File: src/rtl/core/lta_pkg.sv
package lta_pkg;

  // Stream payload widths
  localparam int LenW     = 8;
  localparam int SymW     = 10;
  localparam int AirW     = 32;
  localparam int TmoW     = 24;
  localparam int InDataW  = 8;
  localparam int OutDataW = 72;

  // Configuration port
  localparam int CfgIdxW  = 3;
  localparam int CfgDataW = 19;

  // Register widths
  localparam int SfW  = 4;
  localparam int BwW  = 19;
  localparam int CrW  = 4;
  localparam int PreW = 16;

  // Internal widths
  localparam int KW     = 4;   // bits per chirp after low-rate reduction, 3..12
  localparam int NumW   = 12;  // payload numerator
  localparam int AqW    = 10;  // block divider dividend / quotient
  localparam int SymExW = 11;  // exact symbol count
  localparam int QW     = 19;  // quarter symbols
  localparam int XW     = 26;  // quarter symbols times 125
  localparam int DivW   = 45;  // airtime dividend
  localparam int ShW    = 5;   // dividend shift, SF + 7

  localparam int SymCells = AqW;
  localparam int DivCells = DivW;

  // Register indexes
  localparam logic [CfgIdxW-1:0] RegSf       = 3'd0;
  localparam logic [CfgIdxW-1:0] RegBw       = 3'd1;
  localparam logic [CfgIdxW-1:0] RegCr       = 3'd2;
  localparam logic [CfgIdxW-1:0] RegLowRate  = 3'd3;
  localparam logic [CfgIdxW-1:0] RegExplicit = 3'd4;
  localparam logic [CfgIdxW-1:0] RegCrc      = 3'd5;
  localparam logic [CfgIdxW-1:0] RegPreamble = 3'd6;

  // Register limits and reset values
  localparam logic [SfW-1:0]  SfMin      = 4'd5;
  localparam logic [SfW-1:0]  SfMax      = 4'd12;
  localparam logic [SfW-1:0]  SfReset    = 4'd7;
  localparam logic [CrW-1:0]  CrMin      = 4'd5;
  localparam logic [CrW-1:0]  CrMax      = 4'd8;
  localparam logic [CrW-1:0]  CrReset    = 4'd5;
  localparam logic [BwW-1:0]  BwDefault  = 19'd125000;
  localparam logic [PreW-1:0] PreReset   = 16'd16;

  localparam logic [SymW-1:0]   SymFieldMax = '1;
  localparam logic [SymExW-1:0] HeaderSyms  = 11'd8;
  localparam logic [QW-1:0]     PreambleExtra = 19'd17;  // 4.25 symbols in quarters
  localparam logic [AirW-1:0]   AirMax = '1;
  localparam logic [TmoW-1:0]   TmoMax = '1;

  typedef struct packed {
    logic           valid;
    logic           zero;    // numerator not positive, eight symbols only
    logic [KW-1:0]  rem;
    logic [AqW-1:0] aq;      // dividend bits shift out, quotient bits shift in
  } sym_cell_t;

  typedef struct packed {
    logic            valid;
    logic [SymW-1:0] sym_field;
    logic [BwW-1:0]  rem;
    logic [DivW-1:0] dq;
  } div_cell_t;

endpackage

File: src/rtl/core/lta_sym_cell.sv
module lta_sym_cell (
  input  logic                      clk,
  input  logic                      rst_n,
  input  logic                      en,
  input  logic [lta_pkg::KW-1:0]    k,
  input  lta_pkg::sym_cell_t        d_i,
  output lta_pkg::sym_cell_t        d_o
);

  logic [lta_pkg::KW:0]   trial;
  logic [lta_pkg::KW:0]   diff;
  logic                   take;
  lta_pkg::sym_cell_t     d_nxt;
  lta_pkg::sym_cell_t     d_r;

  // One restoring step: bring down the next dividend bit, subtract if it fits.
  always_comb begin
    trial = {d_i.rem, d_i.aq[lta_pkg::AqW-1]};
    diff  = trial - {1'b0, k};
    take  = trial >= {1'b0, k};
    d_nxt = d_i;
    d_nxt.rem = take ? diff[lta_pkg::KW-1:0] : trial[lta_pkg::KW-1:0];
    d_nxt.aq  = {d_i.aq[lta_pkg::AqW-2:0], take};
  end

  always_ff @(posedge clk) begin
    if (!rst_n) begin
      d_r <= '0;
    end else if (en) begin
      d_r <= d_nxt;
    end
  end

  assign d_o = d_r;

endmodule

File: config.mk
export PLATFORM = sky130hd
export DESIGN_NAME = lta_sym_cell
export DESIGN_NICKNAME = d
export VERILOG_FILES = /design/src/rtl/core/lta_pkg.sv /design/src/rtl/core/lta_sym_cell.sv
export SDC_FILE = /design/constraint.sdc
export NUM_CORES = 1
export LEC_CHECK = 0
export BUFFER_PORTS_ARGS = -buffer_cell sky130_fd_sc_hd__buf_4
export CAP_MARGIN = 15
export CORE_MARGIN = 4
export CORE_UTILIZATION = 46
export DETAILED_ROUTE_END_ITERATION = 6
export PLACE_DENSITY_LB_ADDON = 0.15
export REMOVE_ABC_BUFFERS = 1
export SETUP_SLACK_MARGIN = 0.1
export SKIP_CTS_REPAIR_TIMING = 1
export SLEW_MARGIN = 20
export SYNTH_ARGS = -nofsm -noshare
export SYNTH_HDL_FRONTEND = slang
export SYNTH_SLANG_ARGS = --single-unit
File: constraint.sdc
create_clock -name clk -period 2.5 [get_ports clk]
set_clock_uncertainty 0.15 [all_clocks]
set_input_delay 0.5 -clock clk [delete_from_list [all_inputs] [get_ports clk]]
set_output_delay 0.5 -clock clk [all_outputs]
set_load 0.005 [all_outputs]
Word-level counts from Yosys, hierarchy flattened
Cells that the tools add are included. W data, S select, Z words.

Add/subtract/negate cells: 1. Magnitude comparators: 1. Mux-type cells: 1.

Operator list (number): $ge A5 B4 Y1 (1); $mux W4 (1); $sub A4 B4 Y4 (1).

Register bits after elaboration: 16. Bits of input ports: 23. Output and inout bits: 16.

Longest topological paths before layout
Word-level depth: 2. Gate-level depth with buffers: 6.

Worst setup path before layout
OpenSTA, ideal clock, no wires.

Path kind: input-to-reg. Start point: input port k[2] (netlist bit). End point: register d_r (netlist bit d_o[11]). Setup time: 91 ps. Arrival time: 1516 ps. Data required time: 2259 ps. Setup slack: 743 ps. Stages on the path: 6. Path through: inv_1 > ha_1 > o21ai_1 > a21oi_2 > or2_1 > a311oi_1.

Cells in the longest elaborated chain, start to end: 2.

RTL lines: from (decl) (RTL line lta_sym_cell.sv:5) `input logic [lta_pkg::KW-1:0] k,`; $ge A5 B4 Y1 (RTL line lta_sym_cell.sv:20) `take = trial >= {1'b0, k};`; $mux W4 (RTL line lta_sym_cell.sv:22) `d_nxt.rem = take ? diff[lta_pkg::KW-1:0] : trial[lta_pkg::KW-1:0];`; to (signal assigned) (RTL line lta_sym_cell.sv:30) `d_r <= d_nxt;`; to (decl) (RTL line lta_sym_cell.sv:14) `lta_pkg::sym_cell_t d_r;`.

Every way passes these cells. A chain may end at the register's enable or synchronous reset.

Worst setup path after layout
Same ends and word-level chain as after synthesis.

==> impl_results.md <==
* Worst setup EP type: flop
* First-pass GRT wire length at 2.97 mm
* Setup WS pre-CTS at 548 ps
* Status: finished, final reports clean
* Most frequent cells in the layout: buf_4 (38), dfxtp_1 (16), nor2_1 (14)
* Sequential area share after synthesis at 0.420
* # DRC at 0
* Final max-slew violation count at 0
* Max-cap violations at 0
* HP Class: input port to flop
* Core region area at 1540 um^2
* Inserted Clock Buffers at 3
* Clock sinks at 16
* Startpoint types: input port
* Slew HR at 0.754
* Clock power share at 0.290
* Setup violations, final at 0
* Slew @ Worst Pin at 368 ps
* I/O pins at 39
* Post-synth EDFFs at 0
* I/O Buffers at 38
* Die Y at 48.7 um
* Share of layout cells above drive strength 1 at 0.387
* Initial antenna violation count at 0
* WL final at 1.76 mm
* Initial DRT Pass Iterations at 4
* Post-route cell area at 1090 um^2
* TNS Setup at 0 ps
* Crit Path Max Fanout at 6
* Fmax at 605 MHz
* Hold Slack at 290 ps
* CP peak stage delay at 350 ps
* Rows at 14
* H-tree Lvls at 1
* Drt initial violations at 10
* Kind of critical path: input port to flop
* Int Power at 0.436 mW
* Seq cells post-synth at 16
* Synth Warn # at 0
* CP max stage cell: ha_1
* # diodes at 0
* Number of global-route vias before repair at 692
* Syn_area_per_cell at 9.52 um^2
* Area growth syn-to-layout at 43.0%
* Most common cell after layout, fill and taps aside: buf_4
* Final period util at 0.661
* Commonest register cell after synthesis: dfxtp_1
* VDD IR-drop max at 407 uV
* Final WS setup at 846 ps
* Critical Path RT at 2550 ps
* Combinational share of power at 0.227
* Overflow left after global routing at 0
* Post-synthesis cell area at 762 um^2
* RSZ-0062 raised after global routing: false
* Nets at 148
* Largest net degree at the start of global routing at 24
* Root buf cell: clkbuf_4
* Die width at 48.7 um
* Mapped Cells at 80
* Share of the synthesized area in the top cell type at 0.420
* Seq pwr share at 0.483
* Placed inst area at 1050 um^2
* Switching Fraction at 0.255
* Mean number of vias per cell at 5.30
* Clk_lat worst skew at 290 ps
* Antenna Nets Post-Route at 0
* Max reg flops at 16
* Max Root-Sink Buffers at 2
* Pwr per Cell Area at 537 nW/um^2
* RePlAce Congestion at 0.845
* Period minus WS final at 1650 ps
* Final hold violations at 0
* Count of different cell masters after synthesis at 28
* Buf/Inv on CP at 2
* Dominant cell type by area after synthesis: dfxtp_1
* Ranking of synthesized cells by area: dfxtp_1 (42%), mux2i_1 (14%), nor2_1 (6.9%)
* Clock slew at reported path FFs at 90 ps
* GR Util All Layers at 0.154
* Starting Density at 0.494
* CP arrival at 1710 ps
* WL per Instance at 13.0 um
* FFs w/ async S/R, synth at 0
* CP cell instances: buf_4 -> inv_1 -> ha_1 -> o21ai_1 -> a21oi_2 -> or2_1 -> a311oi_1
* Switching component of the power at 0.149 mW
* HPWL Detailed at 1.38 mm
* Die area at 2370 um^2
* CTS tree: built
* Leakage at 0.546 nW
* Via count at 715
* Delay-heaviest family, CP: compound AO/OA/AOI/OAI gates
layer usage:
metal | wire, um | track usage | vias up
li1 | - | - | 355
met1 | 721 | 0.185 | 328
met2 | 878 | 0.254 | 29
met3 | 144 | 0.0583 | 3
met4 | 13 | 0.0404 | 0
met5 | 0 | 0 | -
metrics by stage:
step                      total power [mW]  std cells   util
final                                0.585        135  0.707
after global placement               0.417        131  0.683
after global routing                 0.620        135  0.707
after detailed placement             0.422        131  0.683
after floorplan                      0.346         77      -
after CTS                            0.592        135  0.707
power groups by stage:
stage,clock network [mW],registers (mW),logic (mW)
5_1_grt,0.188,0.285,0.147
4_1_cts,0.175,0.283,0.134
6_report,0.170,0.283,0.133
2_1_floorplan,0,0.289,0.0566
3_3_place_gp,0,0.288,0.130
3_5_place_dp,0,0.289,0.133
worst paths after layout:
| check | to | startpoint | cells past startpoint | slack [ps] |
|---|---|---|---|---|
| worst max-delay path | d_o[11]$_SDFFE_PN0P_ | k[2] | 7 | 850 |
| worst min-delay path | d_o[4]$_SDFFE_PN0P_ | d_i[3] | 3 | 290 |
| worst max register to register | d_o[11]$_SDFFE_PN0P_ | d_o[11]$_SDFFE_PN0P_ | 2 | 1610 |
| worst min register to register | d_o[9]$_SDFFE_PN0P_ | d_o[9]$_SDFFE_PN0P_ | 2 | 350 |
worst register-to-register path: stages, from the launching register on:
cell	delay, ps
dfxtp_1	360
o21ai_0	80
a311oi_1	210
synth_stat cells (all sizes together), types with 2 or more instances:
cell type and n:
a21oi 2, a311oi 2, buf 2, dfxtp 16, ha 4, inv 6, mux2i 11, nand2 2
nand3b 2, nor2 16, nor4b 2, o21ai 3
cell families (layout without fill, tap and decap cells):
group	after synthesis	in the layout	synth area share
AND/OR/NAND/NOR	27	27	0.181
AO/OA/AOI/OAI	11	11	0.103
adder cells (fa/ha/maj)	5	5	0.0920
buffers and inverters	9	48	0.0476
multiplexers	11	11	0.145
XOR/XNOR	1	1	0.0115
flip-flops	16	16	0.420
cell type report:
class | instances | area, um^2
Fill cell | 125 | 452
Multi-Input combinational cell | 55 | 405
Tap cell | 16 | 20.0
Inverter | 6 | 22.5
Sequential cell | 16 | 320
Timing Repair Buffer | 38 | 285
Clock buffer | 4 | 36.3
Note: power is estimated with default switching activity, not from simulation.
