===== src/rtl/core/lta_pkg.sv =====
package lta_pkg;

  // Stream payload widths
  localparam int LenW     = 8;
  localparam int SymW     = 10;
  localparam int AirW     = 32;
  localparam int TmoW     = 24;
  localparam int InDataW  = 8;
  localparam int OutDataW = 72;

  // Configuration port
  localparam int CfgIdxW  = 3;
  localparam int CfgDataW = 19;

  // Register widths
  localparam int SfW  = 4;
  localparam int BwW  = 19;
  localparam int CrW  = 4;
  localparam int PreW = 16;

  // Internal widths
  localparam int KW     = 4;   // bits per chirp after low-rate reduction, 3..12
  localparam int NumW   = 12;  // payload numerator
  localparam int AqW    = 10;  // block divider dividend / quotient
  localparam int SymExW = 11;  // exact symbol count
  localparam int QW     = 19;  // quarter symbols
  localparam int XW     = 26;  // quarter symbols times 125
  localparam int DivW   = 45;  // airtime dividend
  localparam int ShW    = 5;   // dividend shift, SF + 7

  localparam int SymCells = AqW;
  localparam int DivCells = DivW;

  // Register indexes
  localparam logic [CfgIdxW-1:0] RegSf       = 3'd0;
  localparam logic [CfgIdxW-1:0] RegBw       = 3'd1;
  localparam logic [CfgIdxW-1:0] RegCr       = 3'd2;
  localparam logic [CfgIdxW-1:0] RegLowRate  = 3'd3;
  localparam logic [CfgIdxW-1:0] RegExplicit = 3'd4;
  localparam logic [CfgIdxW-1:0] RegCrc      = 3'd5;
  localparam logic [CfgIdxW-1:0] RegPreamble = 3'd6;

  // Register limits and reset values
  localparam logic [SfW-1:0]  SfMin      = 4'd5;
  localparam logic [SfW-1:0]  SfMax      = 4'd12;
  localparam logic [SfW-1:0]  SfReset    = 4'd7;
  localparam logic [CrW-1:0]  CrMin      = 4'd5;
  localparam logic [CrW-1:0]  CrMax      = 4'd8;
  localparam logic [CrW-1:0]  CrReset    = 4'd5;
  localparam logic [BwW-1:0]  BwDefault  = 19'd125000;
  localparam logic [PreW-1:0] PreReset   = 16'd16;

  localparam logic [SymW-1:0]   SymFieldMax = '1;
  localparam logic [SymExW-1:0] HeaderSyms  = 11'd8;
  localparam logic [QW-1:0]     PreambleExtra = 19'd17;  // 4.25 symbols in quarters
  localparam logic [AirW-1:0]   AirMax = '1;
  localparam logic [TmoW-1:0]   TmoMax = '1;

  typedef struct packed {
    logic           valid;
    logic           zero;    // numerator not positive, eight symbols only
    logic [KW-1:0]  rem;
    logic [AqW-1:0] aq;      // dividend bits shift out, quotient bits shift in
  } sym_cell_t;

  typedef struct packed {
    logic            valid;
    logic [SymW-1:0] sym_field;
    logic [BwW-1:0]  rem;
    logic [DivW-1:0] dq;
  } div_cell_t;

endpackage


===== src/rtl/core/lta_div_cell.sv =====
module lta_div_cell (
  input  logic                      clk,
  input  logic                      rst_n,
  input  logic                      en,
  input  logic [lta_pkg::BwW-1:0]   bw,
  input  lta_pkg::div_cell_t        d_i,
  output lta_pkg::div_cell_t        d_o
);

  logic [lta_pkg::BwW:0]  trial;
  logic [lta_pkg::BwW:0]  diff;
  logic                   take;
  lta_pkg::div_cell_t     d_nxt;
  lta_pkg::div_cell_t     d_r;

  always_comb begin
    trial = {d_i.rem, d_i.dq[lta_pkg::DivW-1]};
    diff  = trial - {1'b0, bw};
    take  = trial >= {1'b0, bw};
    d_nxt = d_i;
    d_nxt.rem = take ? diff[lta_pkg::BwW-1:0] : trial[lta_pkg::BwW-1:0];
    d_nxt.dq  = {d_i.dq[lta_pkg::DivW-2:0], take};
  end

  always_ff @(posedge clk) begin
    if (!rst_n) begin
      d_r <= '0;
    end else if (en) begin
      d_r <= d_nxt;
    end
  end

  assign d_o = d_r;

endmodule


===== config.mk =====
export PLATFORM = sky130hd
export DESIGN_NAME = lta_div_cell
export DESIGN_NICKNAME = d
export VERILOG_FILES = /design/src/rtl/core/lta_pkg.sv /design/src/rtl/core/lta_div_cell.sv
export SDC_FILE = /design/constraint.sdc
export NUM_CORES = 1
export LEC_CHECK = 0
export BUFFER_PORTS_ARGS = -buffer_cell sky130_fd_sc_hd__buf_2
export CORE_MARGIN = 8
export CORE_UTILIZATION = 46
export CTS_CLUSTER_SIZE = 8
export DETAILED_ROUTE_END_ITERATION = 10
export GPL_TIMING_DRIVEN = 0
export HOLD_SLACK_MARGIN = 0.1
export PLACE_DENSITY = 0.82
export SETUP_SLACK_MARGIN = 0.5
export SYNTH_ARGS = -nofsm -noshare
export SYNTH_HDL_FRONTEND = slang
export SYNTH_SLANG_ARGS = --single-unit
export TNS_END_PERCENT = 1

===== constraint.sdc =====
create_clock -name clk -period 2.6 [get_ports clk]
set_input_delay 0.39 -clock clk [delete_from_list [all_inputs] [get_ports clk]]
set_output_delay 0.39 -clock clk [all_outputs]
set_load 0.005 [all_outputs]

Word level (Yosys, flattened, before mapping)
Index checks and enable logic that the tools add are counted.
W data, S select, Z words.
{"block": "word_totals", "reg_bits": 75}
{"block": "op_classes", "n_addsub": 1, "n_lt_le_gt_ge": 1, "n_mux": 1}
{"operator": "$ge A20 B19 Y1", "count": 1}
{"operator": "$mux W19", "count": 1}
{"operator": "$sub A19 B19 Y19", "count": 1}

Longest topological paths before layout
Gate-level depths: netlist of the first run.
{"block": "logic_depth", "word_depth": 2, "mapped_depth": 11, "ltp_nobuf": 10}

Worst setup path before layout of the first run
No wires, ideal clock.
{"block": "synth_path", "kind": "input to register", "from": "in d_i[44] (netlist name)", "to": "reg d_r, in the netlist d_o[52]", "arrival_ps": 2281, "setup_time_ps": 133, "setup_slack_ps": 185, "path_stages": 11, "n_path_buf": 1, "required_time_ps": 2467, "cell_sequence": "inv_1 > ha_1 > fa_1 > nand2b_1 > a21oi_1 > o21ai_1 > o21ai_2 > a21oi_2 > buf_6 > a2111oi_0 > nor3_1"}
{"block": "synth_via", "elab_chain_len": 2}
{"item": "from (decl)", "line_no": "lta_div_cell.sv:6", "source": "input lta_pkg::div_cell_t d_i,"}
{"item": "$sub A19 B19 Y19 or $ge A20 B19 Y1 (tied branches)", "line_no": "lta_div_cell.sv:18, lta_div_cell.sv:19"}
{"item": "$mux W19 (*)", "line_no": "lta_div_cell.sv:21", "source": "d_nxt.rem = take ? diff[lta_pkg::BwW-1:0] : trial[lta_pkg::BwW-1:0];"}
{"item": "to (signal assigned)", "line_no": "lta_div_cell.sv:29", "source": "d_r <= d_nxt;"}
{"item": "to (decl)", "line_no": "lta_div_cell.sv:14", "source": "lta_pkg::div_cell_t d_r;"}
Mark *: on every way between the ends. The rest lies on a longest branch, timed or not.
A chain may end at the register's enable or synchronous reset.

Worst setup path in the final report of the first run
{"block": "layout_path", "from": "in d_i[59] (netlist name)", "to": "reg d_r, in the netlist d_o[50]"}
{"block": "layout_via", "elab_chain_len": 2}
{"item": "$ge A20 B19 Y1", "line_no": "lta_div_cell.sv:19", "source": "take = trial >= {1'b0, bw};"}
{"item": "$mux W19", "line_no": "lta_div_cell.sv:21"}
Every way passes these cells.

==> impl_metrics.json, run 1 <==
{
  "status": "finished clean",
  "cts_buffers": 9,
  "r2r-start": "d_o[62]$_SDFFE_PN0P_",
  "dieArea_um2": 11650,
  "clk_pin_slew_ps": 80,
  "yosysTopAreaCell": "dfxtp_1",
  "final_common_cell": "buf_2",
  "final_area_um2": 5704,
  "drive_above_1_share": 0.4092,
  "final_max_slew_viol_count": 0,
  "min_period_ps": 2226,
  "grt_start_max_net_pins": 14,
  "power.total_mw": 3.054,
  "vias": 4105,
  "die_h_um": 107.9,
  "post-place-ws_ps": -60.64,
  "hold_class": "input port to flip-flop",
  "use_met1": 0.2340,
  "synth_seq_cells": 75,
  "dpl_cell_area_um2": 4902,
  "timing.rr.end": "d_o[62]$_SDFFE_PN0P_",
  "r2r_cells": 2,
  "cts_tree": "built",
  "synth_ff_type": "dfxtp_1",
  "period_share": 0.8563,
  "synth_area_leaders": "dfxtp_1, mux2i_1, nor2_1, ha_1, a21oi_1",
  "grt_pass1_vias": 4269,
  "hold_violations": 0,
  "ant_nets": 0,
  "io_buffers": 170,
  "critPathLaunchType": "input port",
  "clock_skew_ps": 0,
  "worst_slack_ps": 373.6,
  "holdWs_ps": 285.1,
  "synth_edf_count": 0,
  "syn_area_per_cell_um2": 8.795,
  "clockBufferDepth": 2,
  "grt_util_all_layers": 0.2182,
  "nets": 762,
  "clkLatencyLatePin_ps": 330,
  "grt_overflow": 0,
  "die_x_um": 107.9,
  "p_leak_nw": 2.829,
  "tightestPinTransition_ps": 766.0,
  "cellPowerDensity_nw_per_um2": 535.3,
  "drc": 0,
  "grtUsageMet2": 0.3851,
  "grtUsageMet3": 0.07674,
  "dr.pass1.iters": 4,
  "gp_congestion": 0.9562,
  "cp_max_fo": 5,
  "pin_count": 172,
  "syn-num-nets": 559,
  "synth_top_area_share": 0.3862,
  "path_class": "input port to flip-flop",
  "wl_per_cell_um": 17.74,
  "max-cap-violations": 0,
  "relSlewSlack": 0.4893,
  "grt_pass1_wl_um": 20530,
  "holdPathStages": 3,
  "cts-root-buf": "clkbuf_8",
  "start_util": 0.4731,
  "syn_area_um2": 3887,
  "setup-violations-final": 0,
  "cts-htree-levels": 3,
  "hp-start": "d_i[22]",
  "layout_common_cells": "buf_2, dfxtp_1, nor2_1, mux2i_1",
  "end_kind": "flip-flop",
  "dpl.hpwl_um": 9732,
  "antenna_found_initial": 0,
  "worstPathRequired_ps": 2800,
  "vias_per_cell": 5.437,
  "syn_to_final_growth_pct": 46.73,
  "worst-r2r-setup-slack_ps": 1770,
  "fmax_mhz": 449.2,
  "coreArea_um2": 8217,
  "diodes": 0,
  "yosysSeqAreaShare": 0.3862,
  "clock-sinks": 75,
  "rsz0062_at_grt": "yes",
  "yosysUniqueCellTypes": 51,
  "rows": 33,
  "synthArstFlopShare": 0,
  "peakVddDrop_mv": 0.4901,
  "cp.arrival_ps": 2430,
  "largest_reg_flops": 75,
  "min_to": "d_o[23]$_SDFFE_PN0P_",
  "wl_um": 13390,
  "finalSetupTns_ps": 0,
  "drt_iter0_drc": 163,
  "ys_warn_count": 0,
  "busiest_layer": "met2",
  "postSynthCellCount": 442
}
where the power goes:
group | total, mW | internal, mW | switching (mW)
clock network | 0.871 | 0.444 | 0.427
logic | 0.907 | 0.438 | 0.469
registers | 1.28 | 1.23 | 0.0448
total | 3.05 | 2.11 | 0.941
worst max-delay path by stage:
stage	from	to	slack, ps	cells after the start
2_1_floorplan	d_i[44]	d_o[62]$_SDFFE_PN0P_	350	10
3_3_place_gp	d_i[59]	d_o[59]$_SDFFE_PN0P_	-20	11
3_5_place_dp	bw[6]	d_o[62]$_SDFFE_PN0P_	-60	11
4_1_cts	bw[15]	d_o[49]$_SDFFE_PN0P_	430	13
5_1_grt	d_i[59]	d_o[50]$_SDFFE_PN0P_	320	12
6_report	d_i[59]	d_o[50]$_SDFFE_PN0P_	370	12
cell type report:
| type | instances | area, um2 |
|---|---|---|
| multi-input cells | 315 | 2545 |
| fillers | 645 | 2512 |
| flip-flops and latches | 75 | 1501 |
| repair buffers | 192 | 1097 |
| plain buffers | 26 | 137.6 |
| well taps | 105 | 131.4 |
| clock buffers | 10 | 127.6 |
| inverters | 26 | 100.1 |
| clock inverters | 6 | 63.81 |
Yosys cell counts, types with 3 or more instances:
master	number
dfxtp_1	75
nor2_1	71
mux2i_1	64
a21oi_1	32
inv_1	26
o21ai_0	23
nand2_1	20
ha_1	19
clkbuf_1	15
buf_1	6
xnor2_1	6
xor2_1	6
and3_1	5
nor2b_1	5
nor4_1	5
a31oi_1	4
nand2b_1	4
a211oi_1	3
a21o_1	3
a311oi_1	3
a32oi_1	3
buf_2	3
nor3_1	3
o211ai_1	3
o31ai_1	3
o41ai_1	3
per-layer routing:
metal  share of wire  routed length, um  up-vias
met1            0.37               5006     1924
met4           0.028                381        0
met2            0.50               6752      189
met5               0                  0        -
li1                -                  -     1960
met3           0.094               1253       32
cells by family after synthesis:
| group | after synthesis | synth area share |
|---|---|---|
| AO/OA/AOI/OAI | 98 | 0.1616 |
| XOR/XNOR | 12 | 0.02704 |
| adder cells (fa/ha/maj) | 20 | 0.06630 |
| flip-flops | 75 | 0.3862 |
| buffers and inverters | 52 | 0.05407 |
| AND/OR/NAND/NOR | 121 | 0.1400 |
| multiplexers | 64 | 0.1648 |
stage by stage:
step | util | cells
after floorplan | - | 442
after global placement | 0.5966 | 717
after detailed placement | 0.5966 | 717
after CTS | 0.6623 | 745
after global routing | 0.6942 | 755
final | 0.6942 | 755
worst max-delay path, stage by stage:
cell	delay, ps
buf_8	100
ha_4	230
buf_6	120
a21o_1	160
a31oi_1	140
o21ai_1	100
a211o_1	340
a21oi_4	220
buf_6	160
buf_16	130
mux2i_4	240
a21oi_1	100
repair_timing:
| action | in CTS | in global routing |
|---|---|---|
| cloned | 1 | 0 |
| buffers inserted | 11 | 10 |
| pin swaps | 17 | 20 |
| endpoints found under the setup margin | 17 | 20 |
| hold buffers | 0 | 0 |
| hold endpoints to repair | 0 | 0 |
| gates resized for setup | 40 | 41 |
No activity file was read; power rests on OpenSTA's default activity.
==> run 2: changes to the inputs <==
--- a/config.mk
+++ b/config.mk
@@ -13,6 +13,7 @@
 export GPL_TIMING_DRIVEN = 0
 export HOLD_SLACK_MARGIN = 0.1
 export PLACE_DENSITY = 0.82
+export REMOVE_ABC_BUFFERS = 1
 export SETUP_SLACK_MARGIN = 0.5
 export SYNTH_ARGS = -nofsm -noshare
 export SYNTH_HDL_FRONTEND = slang
==> run 2 against run 1 <==
Effect of this change: maximum frequency up 4.4%; design area is 3.3% lower; hold slack worse by 17 ps; clock power is 6.1% higher; power shrank 1.4%; cell count fell by 2.8%; critical endpoint is now d_o[49]$_SDFFE_PN0P_; utilization shrank 2.3 points; routed wire length fell by 5.3%; critical path type unchanged; critical path depth fell by 2; die area unchanged; non-clock buffer count is 23 lower; sequential share of layout area is 0.91 points higher.
==> impl_metrics.json, run 2 (synthesized netlist as in run 1, its figures left out) <==
{
  "max-cap-violations": 0,
  "r2r_cells": 3,
  "cellPowerDensity_nw_per_um2": 545.9,
  "peakVddDrop_mv": 0.4171,
  "grt_pass1_vias": 4203,
  "hold_class": "input port to flip-flop",
  "clock_skew_ps": 0,
  "holdPathStages": 3,
  "rows": 33,
  "vias_per_cell": 5.364,
  "cp_max_fo": 7,
  "drt_iter0_drc": 111,
  "final_util": 0.6711,
  "dieArea_um2": 11650,
  "vias": 3937,
  "end_kind": "flip-flop",
  "cts-hold-fix-buffers": 0,
  "min_to": "d_o[73]$_SDFFE_PN0P_",
  "final_common_cell": "buf_2",
  "cts-htree-levels": 3,
  "wl_per_cell_um": 17.28,
  "grt_pass1_wl_um": 19600,
  "drive_above_1_share": 0.4092,
  "min_period_ps": 2133,
  "cts-root-buf": "clkbuf_8",
  "dr.pass1.iters": 7,
  "die_h_um": 107.9,
  "grt_start_max_net_pins": 59,
  "period_share": 0.8205,
  "relSlewSlack": 0.3610,
  "tightestPinTransition_ps": 958.5,
  "drc": 0,
  "wl_um": 12680,
  "timing.rr.end": "d_o[58]$_SDFFE_PN0P_",
  "hp-start": "d_i[73]",
  "cts_tree": "built",
  "worstPathRequired_ps": 2810,
  "worst-r2r-setup-slack_ps": 1790,
  "gp_congestion": 0.8359,
  "final_area_um2": 5514,
  "path_class": "input port to flip-flop",
  "clockBufferDepth": 2,
  "die_x_um": 107.9,
  "crit_path_max_incr_delay_ps": 350,
  "status": "finished clean",
  "final_max_slew_viol_count": 0,
  "layout_common_cells": "buf_2, dfxtp_1, nor2_1, mux2i_1, a21oi_1",
  "grt_overflow": 0,
  "rsz0062_at_grt": "yes",
  "critPathLaunchType": "input port",
  "cp.arrival_ps": 2350,
  "fmax_mhz": 468.8,
  "clock-sinks": 75,
  "dpl.hpwl_um": 9005,
  "nets": 740,
  "grt_util_all_layers": 0.2063,
  "pin_count": 172,
  "setup-violations-final": 0,
  "syn_to_final_growth_pct": 41.84,
  "cpMaxStageDelayCell": "a211o_1",
  "antenna_found_initial": 2,
  "dpl_cell_area_um2": 4800,
  "ant_nets": 0,
  "cts_buffers": 9,
  "start_util": 0.4731,
  "r2r-start": "d_o[58]$_SDFFE_PN0P_",
  "clk_pin_slew_ps": 90,
  "io_buffers": 171,
  "p_leak_nw": 2.765,
  "coreArea_um2": 8217,
  "hold_violations": 0,
  "largest_reg_flops": 75,
  "clkLatencyLatePin_ps": 340,
  "cp_cell_sequence": "buf_8 -> ha_4 -> a21o_1 -> a31oi_1 -> o21ai_1 -> a211o_1 -> a21oi_4 -> buf_6 -> mux2i_1 -> a21oi_1"
}
-- run 2: cell types whose count changed in the layout (fill, tap and decap cells not counted), sizes merged --
| cell | delta |
|---|---|
| a21oi | +1 |
| buf | -8 |
| clkbuf | -15 |
| clkinv | -2 |
| diode | +1 |
| inv | +2 |
-- run 2: area by class of cell --
| class | instances | area (um2) |
|---|---|---|
| Tap cell | 105 | 131.4 |
| Fill cell | 657 | 2703 |
| Clock buffer | 10 | 127.6 |
| Antenna cell | 1 | 2.502 |
| Timing Repair Buffer | 195 | 1115 |
| Inverter | 26 | 100.1 |
| Sequential cell | 75 | 1501 |
| Multi-Input combinational cell | 316 | 2465 |
| Clock inverter | 6 | 71.32 |
-- run 2: worst max path at each step --
| stage | end | slack (ps) | start |
|---|---|---|---|
| 6_report | d_o[49]$_SDFFE_PN0P_ | 470 | d_i[57] |
| 5_1_grt | d_o[45]$_SDFFE_PN0P_ | 420 | d_i[57] |
| 4_1_cts | d_o[60]$_SDFFE_PN0P_ | 440 | d_i[44] |
| 3_5_place_dp | d_o[59]$_SDFFE_PN0P_ | -560 | d_i[44] |
| 3_3_place_gp | d_o[59]$_SDFFE_PN0P_ | -960 | d_i[44] |
| 2_1_floorplan | d_o[59]$_SDFFE_PN0P_ | -260 | bw[13] |
-- run 2: power by group --
group / leakage (nW) / internal, mW / total, mW / switching [mW]
sequential: 0.620 / 1.23 / 1.27 / 0.0401
clock: 0.0939 / 0.454 / 0.924 / 0.470
combinational: 2.05 / 0.393 / 0.815 / 0.422
-- run 2: per-stage QoR --
step / hold slack [ps] / worst slack, ps / power, mW / setup TNS [ps] / cells
3_5_place_dp: 478.1 / -561.9 / 1.959 / -7818 / 693
2_1_floorplan: 478.3 / -258.0 / 1.671 / -2486 / 416
6_report: 268.4 / 466.7 / 3.010 / 0 / 734
3_3_place_gp: 467.5 / -964.4 / 1.930 / -15770 / 692
4_1_cts: 258.9 / 443.6 / 2.954 / 0 / 722
5_1_grt: 258.9 / 420.2 / 3.175 / 0 / 733
-- run 2: timing repair --
action                     in CTS  in global routing
pin swaps                      13                 22
gates cloned                    1                  0
buffers inserted               12                 11
setup endpoints to repair      20                 20
gates resized for setup        35                 35
-- run 2: worst max-delay path: cells and delay by family --
kind | cells | cell delay [ps]
buffers and inverters | 2 | 290
adder cells (fa/ha/maj) | 1 | 250
AO/OA/AOI/OAI | 6 | 1220
multiplexers | 1 | 200
-- run 2: routing by layer --
metal | vias up | wire length (um) | track usage
met2 | 163 | 6115 | 0.3531
met4 | 4 | 197 | 0.06145
met1 | 1830 | 4948 | 0.2160
met3 | 26 | 1391 | 0.1071
met5 | - | 27 | 0
li1 | 1914 | - | -
==> run 3: changes to the inputs <==
--- a/config.mk
+++ b/config.mk
@@ -7,12 +7,12 @@
 export LEC_CHECK = 0
 export BUFFER_PORTS_ARGS = -buffer_cell sky130_fd_sc_hd__buf_2
 export CORE_MARGIN = 8
-export CORE_UTILIZATION = 46
+export CORE_UTILIZATION = 43
 export CTS_CLUSTER_SIZE = 8
 export DETAILED_ROUTE_END_ITERATION = 10
 export GPL_TIMING_DRIVEN = 0
 export HOLD_SLACK_MARGIN = 0.1
-export PLACE_DENSITY = 0.82
+export PLACE_DENSITY = 0.81
 export REMOVE_ABC_BUFFERS = 1
 export SETUP_SLACK_MARGIN = 0.5
 export SYNTH_ARGS = -nofsm -noshare
==> constraint.sdc (replaced) <==
create_clock -name clk -period 1.8 [get_ports clk]
set_input_delay 0.27 -clock clk [delete_from_list [all_inputs] [get_ports clk]]
set_output_delay 0.27 -clock clk [all_outputs]
set_load 0.005 [all_outputs]
==> run 3 against run 2 <==
Effect of this change: the flow now finishes with violations (negative setup slack); first-iteration DRC count increased by 43%; utilization decreased by 2.5 points; sequential share of layout area decreased by 0.70 points; critical path depth increased by 4; die area increased by 5.9%; cell count unchanged; hold slack got worse by 110 ps; via count about the same; non-clock buffer count decreased by 2; sequential power increased by 45%; count of clock-buffer cells in the layout unchanged; design area increased by 2.6%; critical endpoint is now d_o[52]$_SDFFE_PN0P_; largest power group unchanged.
==> impl_metrics.json, run 3 (synthesized netlist as in run 1, its figures left out) <==
{
  "status": "complete, but fails checks",
  "violations": "negative setup slack",
  "grt_pass1_wl_um": 19980,
  "dr.pass1.iters": 4,
  "gp_congestion": 0.8946,
  "grt_start_max_net_pins": 60,
  "power.total_mw": 4.455,
  "cp_max_fo": 8,
  "wl_um": 12900,
  "ant_nets": 0,
  "clock_skew_ps": 0,
  "rsz0062_at_grt": "yes",
  "hold_class": "input port to flip-flop",
  "vias_per_cell": 5.360,
  "cpMaxStageDelayCell": "fa_2",
  "cts_buffers": 9,
  "wl_per_cell_um": 17.57,
  "syn_to_final_growth_pct": 45.57,
  "seqCellArea_um2": 1501,
  "clkLatencyLatePin_ps": 330,
  "instances_no_fill": 734,
  "layout_common_cells": "buf_2, dfxtp_1, nor2_1, mux2i_1, a21oi_1",
  "cts_tree": "built",
  "fillCellCount": 681,
  "max-cap-violations": 0,
  "dpl.hpwl_um": 8962,
  "cp_cell_sequence": "buf_6 -> inv_4 -> ha_4 -> fa_2 -> nand2b_4 -> a21oi_4 -> o21ai_4 -> o21ai_4 -> buf_6 -> a21oi_4 -> buf_12 -> buf_4 -> a2111oi_4 -> nor3_2",
  "start_util": 0.4436,
  "cts-hold-fix-buffers": 0,
  "path_delay_family": "compound AO/OA/AOI/OAI gates",
  "dpl_cell_area_um2": 4823,
  "dieArea_um2": 12340,
  "min_period_ps": 2050,
  "io_buffers": 171,
  "p_leak_nw": 2.796,
  "path_buf_inv": 5,
  "clock-sinks": 75,
  "fmax_mhz": 487.9,
  "post-place-ws_ps": -1231,
  "end_kind": "flip-flop",
  "clk_pin_slew_ps": 90,
  "pin_count": 172,
  "setup-violations-final": 20,
  "multiInputGateArea_um2": 2587,
  "final_util": 0.6458,
  "period_share": 1.139,
  "grt_overflow": 0,
  "largest_reg_flops": 75,
  "cts-htree-levels": 3,
  "peakVddDrop_mv": 0.6355,
  "final_max_slew_viol_count": 0,
  "diodes": 0,
  "final_common_cell": "buf_2",
  "coreArea_um2": 8763,
  "rows": 34,
  "cellPowerDensity_nw_per_um2": 787.3,
  "path_class": "input port to flip-flop",
  "tightestPinTransition_ps": 636.2,
  "drt_iter0_drc": 159,
  "nets": 738,
  "grt_pass1_vias": 4179,
  "cp.arrival_ps": 2270,
  "cts-root-buf": "clkbuf_8",
  "die_x_um": 111.1,
  "die_h_um": 111.1,
  "clockBufferDepth": 2,
  "final_area_um2": 5659,
  "finalSetupTns_ps": -3614,
  "drc": 0,
  "dp.cells": 697,
  "antenna_found_initial": 0,
  "drive_above_1_share": 0.4329,
  "critPathLaunchType": "input port",
  "hold_violations": 0,
  "worst_slack_ps": -249.6,
  "holdWs_ps": 162.4,
  "grt_util_all_layers": 0.1920,
  "relSlewSlack": 0.5703,
  "worstPathRequired_ps": 2020,
  "crit_path_max_incr_delay_ps": 340,
  "vias": 3934
}
==> run 3: changes by cell type in the layout (fill, tap and decap cells not counted), moves of 3 or more <==
| cell | delta |
|---|---|
| buf_4 | -6 |
| ha_2 | -3 |
| a21oi_1 | -3 |
| a21oi_2 | +3 |
==> run 3: cell type report <==
class,count,share of cell area
Multi-Input combinational cell,316,0.4572
Inverter,26,0.01769
Tap cell,108,0.02388
Clock buffer,10,0.02432
Sequential cell,75,0.2653
Clock inverter,6,0.01260
Timing Repair Buffer,193,0.1990
==> run 3: timing repair <==
item                       in CTS  in global routing
pin swaps                      31                 17
buffers inserted               13                  7
cloned                          1                  0
resized for setup              52                 38
setup endpoints to repair      20                 20
==> run 3: metal layers <==
metal,part of all wire,vias to the layer above,track usage
met5,0,-,0
met4,0.017,0,0.07289
met3,0.098,20,0.09632
met2,0.50,173,0.3315
met1,0.38,1825,0.1939
li1,-,1916,-
==> run 3: worst paths after layout <==
check,slack [ps],depth (start not counted),start,to
max,-250,14,d_i[44],d_o[52]$_SDFFE_PN0P_
min,160,3,d_i[35],d_o[36]$_SDFFE_PN0P_
max reg2reg,910,3,d_o[58]$_SDFFE_PN0P_,d_o[58]$_SDFFE_PN0P_
min reg2reg,490,2,d_o[73]$_SDFFE_PN0P_,d_o[73]$_SDFFE_PN0P_
==> run 3: tightest hold or removal path, stage by stage <==
cell     delay [ps]
buf_2            70
mux2i_1          50
nor2_1           70
==> run 3: power by group <==
| part | total, mW | switching [mW] | internal, mW |
|---|---|---|---|
| combinational | 1.24 | 0.638 | 0.599 |
| sequential | 1.84 | 0.0598 | 1.78 |
| clock | 1.38 | 0.690 | 0.692 |
| total | 4.46 | 1.39 | 3.07 |
